===== config.mk =====
export PLATFORM = sky130hd
export DESIGN_NAME = rrlb_ctrl
export DESIGN_NICKNAME = d
export VERILOG_FILES = /design/src/rtl/rrlb_pkg.sv /design/src/rtl/rrlb_ctrl.sv
export SDC_FILE = /design/constraint.sdc
export NUM_CORES = 1
export LEC_CHECK = 0
export BUFFER_PORTS_ARGS = -buffer_cell sky130_fd_sc_hd__clkbuf_2
export CORE_MARGIN = 2
export CORE_UTILIZATION = 60
export DETAILED_ROUTE_END_ITERATION = 16
export PLACE_DENSITY = 0.92
export SLEW_MARGIN = 15
export SYNTH_ARGS = -nofsm -noshare
export SYNTH_HDL_FRONTEND = slang
export SYNTH_SLANG_ARGS = --single-unit

===== constraint.sdc =====
create_clock -name i_clk -period 15.9 [get_ports i_clk]
set_input_delay 3.18 -clock i_clk [delete_from_list [all_inputs] [get_ports i_clk]]
set_output_delay 3.18 -clock i_clk [all_outputs]
set_load 0.005 [all_outputs]

===== src/rtl/rrlb_pkg.sv =====
// shared types and constants for the record ring log buffer
package rrlb_pkg;

    localparam int CNT_W  = 13;
    localparam int BYTE_W = 8;

    localparam logic [CNT_W-1:0] USED_MAX      = 13'h1FFF;
    localparam logic [CNT_W-1:0] THRESH_RESET  = 13'd4096;

    localparam logic OP_WRITE = 1'b0;
    localparam logic OP_READ  = 1'b1;

    typedef struct packed {
        logic wr_en;
        logic rd_en;
    } t_mem_ctl;

    typedef struct packed {
        logic read_valid;
        logic buffer_empty;
        logic threshold_reached;
    } t_status;

endpackage


===== src/rtl/rrlb_ctrl.sv =====
// pointer, wrap marker, fill count and threshold logic of the ring
module rrlb_ctrl
    import rrlb_pkg::*;
#(
    parameter int BUFFER_DEPTH = 4096,
    parameter int AW           = 12,
    parameter int PW           = 13
) (
    input  logic              i_clk,
    input  logic              i_rst_n,
    input  logic              i_accept,
    input  logic              i_operation,
    input  logic              i_record_start,
    input  logic [CNT_W-1:0]  i_record_length,
    input  logic [BYTE_W-1:0] i_data_byte,
    input  logic              i_cfg_we,
    input  logic [CNT_W-1:0]  i_cfg_data,
    output t_mem_ctl          o_mem_ctl,
    output logic [AW-1:0]     o_mem_addr,
    output logic [BYTE_W-1:0] o_mem_wdata,
    output t_status           o_status
);

    localparam int LW = ((CNT_W > PW) ? CNT_W : PW) + 1;
    localparam logic [LW-1:0] DEPTH_L = LW'(BUFFER_DEPTH);
    localparam logic [PW-1:0] DEPTH_P = PW'(BUFFER_DEPTH);

    logic [PW-1:0]    r_wp, n_wp;
    logic [PW-1:0]    r_rp, n_rp;
    logic [PW-1:0]    r_marker, n_marker;
    logic             r_wrapped, n_wrapped;
    logic [CNT_W-1:0] r_used, n_used;
    logic [CNT_W-1:0] r_rem, n_rem;
    logic [CNT_W-1:0] r_thresh, n_thresh;

    logic [LW-1:0]    len_v;
    logic             store;

    always_comb begin
        n_wp        = r_wp;
        n_rp        = r_rp;
        n_marker    = r_marker;
        n_wrapped   = r_wrapped;
        n_used      = r_used;
        n_rem       = r_rem;
        n_thresh    = i_cfg_we ? i_cfg_data : r_thresh;
        len_v       = '0;
        store       = 1'b0;
        o_mem_ctl   = '0;
        o_mem_addr  = '0;
        o_mem_wdata = i_data_byte;
        o_status    = '0;
        if (i_accept) begin
            if (i_operation == OP_WRITE) begin
                if (i_record_start) begin
                    len_v = LW'(i_record_length);
                    if (len_v == '0) begin
                        len_v = LW'(1);
                    end
                    if (len_v > DEPTH_L) begin
                        len_v = DEPTH_L;
                    end
                    if (LW'(r_wp) + len_v > DEPTH_L) begin
                        n_marker  = r_wp;
                        n_wp      = '0;
                        n_wrapped = 1'b1;
                    end
                    n_rem = CNT_W'(len_v);
                    store = 1'b1;
                end else if (r_rem != '0) begin
                    store = 1'b1;
                end
                if (store && (n_wp < DEPTH_P)) begin
                    o_mem_ctl.wr_en = 1'b1;
                    o_mem_addr      = n_wp[AW-1:0];
                    n_wp            = n_wp + PW'(1);
                    if (n_used < USED_MAX) begin
                        n_used = n_used + CNT_W'(1);
                    end
                    n_rem = n_rem - CNT_W'(1);
                    o_status.threshold_reached = (n_rem == '0) && (n_used > r_thresh);
                end else if (store) begin
                    n_rem = '0;
                end
            end else begin
                if (r_rp != r_wp) begin
                    if ((r_wrapped && (r_rp >= r_marker)) || (r_rp >= DEPTH_P)) begin
                        n_rp      = '0;
                        n_wrapped = 1'b0;
                    end
                    if ((n_rp != r_wp) && (n_rp < DEPTH_P)) begin
                        o_mem_ctl.rd_en     = 1'b1;
                        o_mem_addr          = n_rp[AW-1:0];
                        o_status.read_valid = 1'b1;
                        n_rp                = n_rp + PW'(1);
                        if (n_used != '0) begin
                            n_used = n_used - CNT_W'(1);
                        end
                    end
                end
            end
        end
        o_status.buffer_empty = (n_rp == n_wp);
    end

    always_ff @(posedge i_clk) begin
        if (!i_rst_n) begin
            r_wp      <= '0;
            r_rp      <= '0;
            r_marker  <= '0;
            r_wrapped <= 1'b0;
            r_used    <= '0;
            r_rem     <= '0;
            r_thresh  <= THRESH_RESET;
        end else begin
            r_wp      <= n_wp;
            r_rp      <= n_rp;
            r_marker  <= n_marker;
            r_wrapped <= n_wrapped;
            r_used    <= n_used;
            r_rem     <= n_rem;
            r_thresh  <= n_thresh;
        end
    end

endmodule


==> Yosys cells after proc, flatten, opt, wreduce, memory -nomap -nowiden <==
Index checks and enable logic that the tools add are counted.
{ "totals": {"input_bits": 40, "register_bits": 79, "out_inout_bits": 25, "wordCells": 106} }
{ "classes": {"add_sub_neg": 6, "n_reduce_logical": 16, "n_bitwise": 1, "eq_ne": 7, "mux": 61, "magnitude_cmp": 8} }
{ "ops": {"columns": ["op", "count"], "rows": [
  ["2-to-1 mux 13 bit", 30],
  ["2-to-1 mux 14 bit", 7],
  ["2-to-1 mux 12 bit", 5],
  ["adder 13 x 1 -> 13 bit, second input constant", 3],
  ["less-than comparator 13 bit, second input constant", 3],
  ["> comparator 14 x 13 -> 1 bit, second input constant", 2],
  ["logical NOT 13 bit", 2],
  ["!= test 13 bit", 2],
  ["nonzero test 13 bit", 2],
  ["subtractor 13 x 1 -> 13 bit, second input constant", 2],
  ["2-to-1 mux 1 bit", 18],
  ["adder 13 x 14 -> 14 bit", 1],
  ["equality test 13 bit", 1],
  [">= comparator 13 bit", 1],
  [">= comparator 13 bit, second input constant", 1],
  ["> comparator 13 bit", 1],
  ["AND reduction 5 bit", 2],
  ["!= test 2 x 1 -> 1 bit, second input constant", 4],
  ["nonzero test 2 bit", 3],
  ["logical AND 1 bit", 4],
  ["AND reduction 4 bit", 1],
  ["2-to-1 mux 2 bit", 1],
  ["AND reduction 2 bit", 1],
  ["logical OR 1 bit", 1],
  ["inverter 1 bit", 1]
]} }

==> Longest topological paths before layout <==
{ "depth": {"ltp_word": 26, "depth_mapped": 25, "mapped_depth_nobuf": 24} }

==> Least setup slack after synthesis <==
No wires, ideal clock.
{ "synth_path": {"kind": "input to output", "from": "input port i_record_length[7]", "to": "output port o_status[1] in the netlist's numbering", "path_slack_ns": 5.000, "stages": 24, "arrival_time_ns": 7.720, "required_time_ns": 12.720, "cell_sequence": "nor4_1 -> a41oi_1 -> nor2_1 -> ha_1 -> inv_1 -> fa_1 -> and2b_1 -> o211ai_2 -> and3_1 -> a2111oi_0 -> and4_1 -> nand2_2 -> o21ai_1 -> buf_2 -> and2_1 -> ha_1 -> nand3_1 -> a211o_1 -> or4_1 -> a21oi_1 -> or3_1 -> o211ai_1 -> nor4_1 -> and4_1"} }
{ "synth_rtl": {"columns": ["element", "line", "source"], "rows": [
  ["start: declaration", "rrlb_ctrl.sv:14", "input logic [CNT_W-1:0] i_record_length,"],
  ["end: declaration", "rrlb_ctrl.sv:21", "output t_status o_status"]
]} }

==> results.py <==
metrics = {
    "pwr": {
        "netSwitchingPower_mw": 0.186,
        "leakage_nw": 2.96,
        "total_power_mw": 0.573,
        "p_int_mw": 0.388,
        "power.share.clock_pct": 37.8,
        "power_density_mw_per_mm2": 79.0,
        "combinationalPowerShare_pct": 24.1,
        "power_frac_seq_pct": 38.1,
        "maximum_vdd_drop_uv": 60.6,
        "netSwitchingFraction_pct": 32.4,
    },
    "drt": {
        "first_iter_violations": 713,
        "route.final.wire_length_microns": 19300,
        "average_wire_length_per_cell_after_detail_routing_microns": 18.0,
        "number_of_nets_still_failing_antenna_checks_after_routing": 0,
        "via_count": 7014,
        "drt-vias-per-instance": 6.53,
        "drc": 0,
        "detail_route.first_pass.iterations": 6,
    },
    "worst_hold_path": {
        "hold_depth": 2,
        "worstHoldPathType": "reg2reg",
    },
    "yosys": {
        "synthFlopType": "dfxtp_1",
        "asyncSetResetFlopFracSynth_pct": 0,
        "netlist_instances": 936,
        "synth_area_sq_mm": 0.00682,
        "synth.net_count": 1025,
        "synth.yosys.seq_area_share_pct": 23.2,
        "number_of_synthesized_flops_with_an_enable_pin": 0,
        "yosysWarnings": 0,
        "synth-seq-cells": 79,
        "postSynthAreaPerCell_sq_um": 7.28,
        "synth_cell_types": 77,
    },
    "final_layout": {
        "layout_common_cells": "nor2_1, dfxtp_1, nand2_1",
        "area_growth_pct": 6.41,
        "most_common_cell_after_layout_fill_and_taps_aside": "nor2_1",
        "antenna-diode-count": 0,
        "final_design_area_no_fill_sq_mm": 0.00725,
        "fillers": 921,
        "drive_gt1_share_pct": 9.74,
        "nets": 1018,
    },
    "placed_design": {
        "dpl_cell_area_sq_mm": 0.00695,
        "dp_worst_slack_ns": 4.09,
        "port_buffers": 48,
        "detailedPlacementHpwl_microns": 14200,
        "routabilityCongestion": 0.976,
    },
    "worst_setup_path": {
        "arrival_ns": 8.76,
        "worstPathBufferInverterCount": 3,
        "cpPeakStageDelay_ns": 0.54,
        "endpoint_kind": "output port",
        "crit_cells": 25,
        "crit_type": "in2out",
        "worstSetupStartpointType": "primary input",
        "worst_r2r_path_depth": 17,
        "critical_path.top_delay_family": "simple AND/OR/NAND/NOR gates",
        "timing.critical_path.required_ns": 12.72,
        "cp_slowest_cell": "o21ai_1",
        "worst-path-max-fanout": 11,
    },
    "clock_network": {
        "htreeDepth": 3,
        "cts_sinks": 79,
        "tritoncts_clock_tree": "yes",
        "clkTransAtPathRegs_ns": 0.06,
        "post_cts.resized_instances": 0,
        "clock-root-buffer": "clkbuf_16",
        "post_cts_hold_buffer_count": 0,
        "clockBufferDepth": 2,
        "cts-buffers-inserted": 9,
        "setup_buffers_after_cts": 0,
        "insertion_delay_ns": 0.35,
    },
    "global_route": {
        "global_route.usage.total_pct": 30.8,
        "grt_max_degree": 64,
        "wire_length_of_the_first_global_routing_pass_microns": 31200,
        "overflow": 0,
        "first_global_vias": 6426,
        "antenna_found_initial": 0,
    },
    "timing": {
        "max_freq_mhz": 83.8,
        "final_critical_path_setup_slack_ns": 3.96,
        "max_slew_margin_pct": 24.2,
        "hold_viol_final": 0,
        "clk_skew_ns": 0.00919,
        "final.period_utilization_pct": 75.1,
        "period_needed_ns": 11.94,
        "totalNegativeSetupSlack_ns": 0,
        "slew_viol_final": 0,
        "unrepaired_setup_endpoints_after_global_routing": "false",
        "timing_worst_slew_pin_value_ns": 1.14,
        "final-setup-viol-count": 0,
    },
    "die": {
        "die_x_microns": 111,
        "floorplan.core_area_sq_mm": 0.0110,
        "die_h_microns": 111,
        "floorplan.initialDensity_pct": 62.1,
        "die_area_sq_mm": 0.0122,
        "row_count": 38,
        "num_io_pins": 65,
    },
    "run": {
        "number_of_violations_of_the_max_capacitance_limit": 0,
    },
    "outcome": {
        "status": "finished clean",
    },
}
[layer usage]
metal	track usage, %	up-vias	wire [microns]
met2	49.3	393	8610
met4	14.7	0	911
met3	6.53	80	1900
met5	0	-	0
met1	39.5	3198	7870
li1	-	3343	-
[area by class of cell]
class | instances | area, sq um | share of cell area [%]
Sequential cell | 79 | 1580 | 21.8
Multi-Input combinational cell | 731 | 4710 | 64.9
Tap cell | 140 | 175 | 2.42
Inverter | 56 | 210 | 2.90
Clock buffer | 11 | 243 | 3.35
Clock inverter | 5 | 63.8 | 0.880
Timing Repair Buffer | 52 | 270 | 3.73
[worst paths after layout]
kind                  to                from  slack, ns
max reg2reg      r_wp[8]             r_wp[0]      10.91
min reg2reg  r_marker[0]         r_marker[0]       0.46
max          o_status[1]  i_record_length[7]       3.96
min          r_marker[0]         r_marker[0]       0.46
[state kept, by name (all words and copies together), names as in the netlist]
register,flops
r_marker,13
r_rem,13
r_rp,13
r_thresh,13
r_used,13
r_wp,13
r_wrapped,1
[logic make-up after synthesis]
| kind of cell | synth area share, % |
|---|---|
| mux | 5.09 |
| fa+ha+maj | 9.11 |
| compound gates | 22.9 |
| flops | 23.2 |
| xor+xnor | 5.01 |
| simple gates | 27.0 |
| buf+inv | 7.71 |
[Yosys cell counts (6+ instances only)]
cell      instances  area share, %
or4_1             6           0.66
xor2_1           16            2.1
ha_1             48            8.8
nor2_1          125            6.9
and3_1           13            1.2
a22oi_1          16            1.8
nor2b_1          14            1.3
nor3_1           20            1.5
nor4_1           13            1.2
o21a_1           15            1.7
a31oi_1           8           0.73
a21o_1            7           0.77
inv_1            55            3.0
nand3_1          35            2.6
a21oi_1          68            5.0
xnor2_1          23            3.0
nand2_1          71            3.9
clkbuf_1         50            2.8
nand2b_1         11            1.0
buf_2             8           0.59
buf_4             9           0.99
a211oi_1          9           0.99
dfxtp_1          79             23
and2_1           11            1.0
o21ai_0          43            3.2
o21ai_1           7           0.51
nand4_1          23            2.1
or3_1            10           0.92
mux2i_1          29            4.3
[power groups by stage]
stage	Combinational, mW	Sequential [mW]	Clock [mW]
5_1_grt	0.152	0.220	0.228
3_3_place_gp	0.130	0.222	0
6_report	0.138	0.219	0.216
2_1_floorplan	0.108	0.216	0
4_1_cts	0.135	0.218	0.219
3_5_place_dp	0.134	0.222	0
[tightest hold or removal path, cell delays in order, from the launching register on]
cell     delay, ns
dfxtp_1       0.31
nand2_1       0.05
a21oi_1       0.05
[through the flow]
step / hold slack (ns) / util, % / instances
after floorplan: 0.440 / - / 936
after global placement: 0.448 / 63.2 / 1058
after detailed placement: 0.453 / 63.2 / 1058
after CTS: 0.460 / 66.0 / 1074
after global routing: 0.496 / 66.0 / 1074
final: 0.462 / 66.0 / 1074
(Power assumes the default switching activity.)
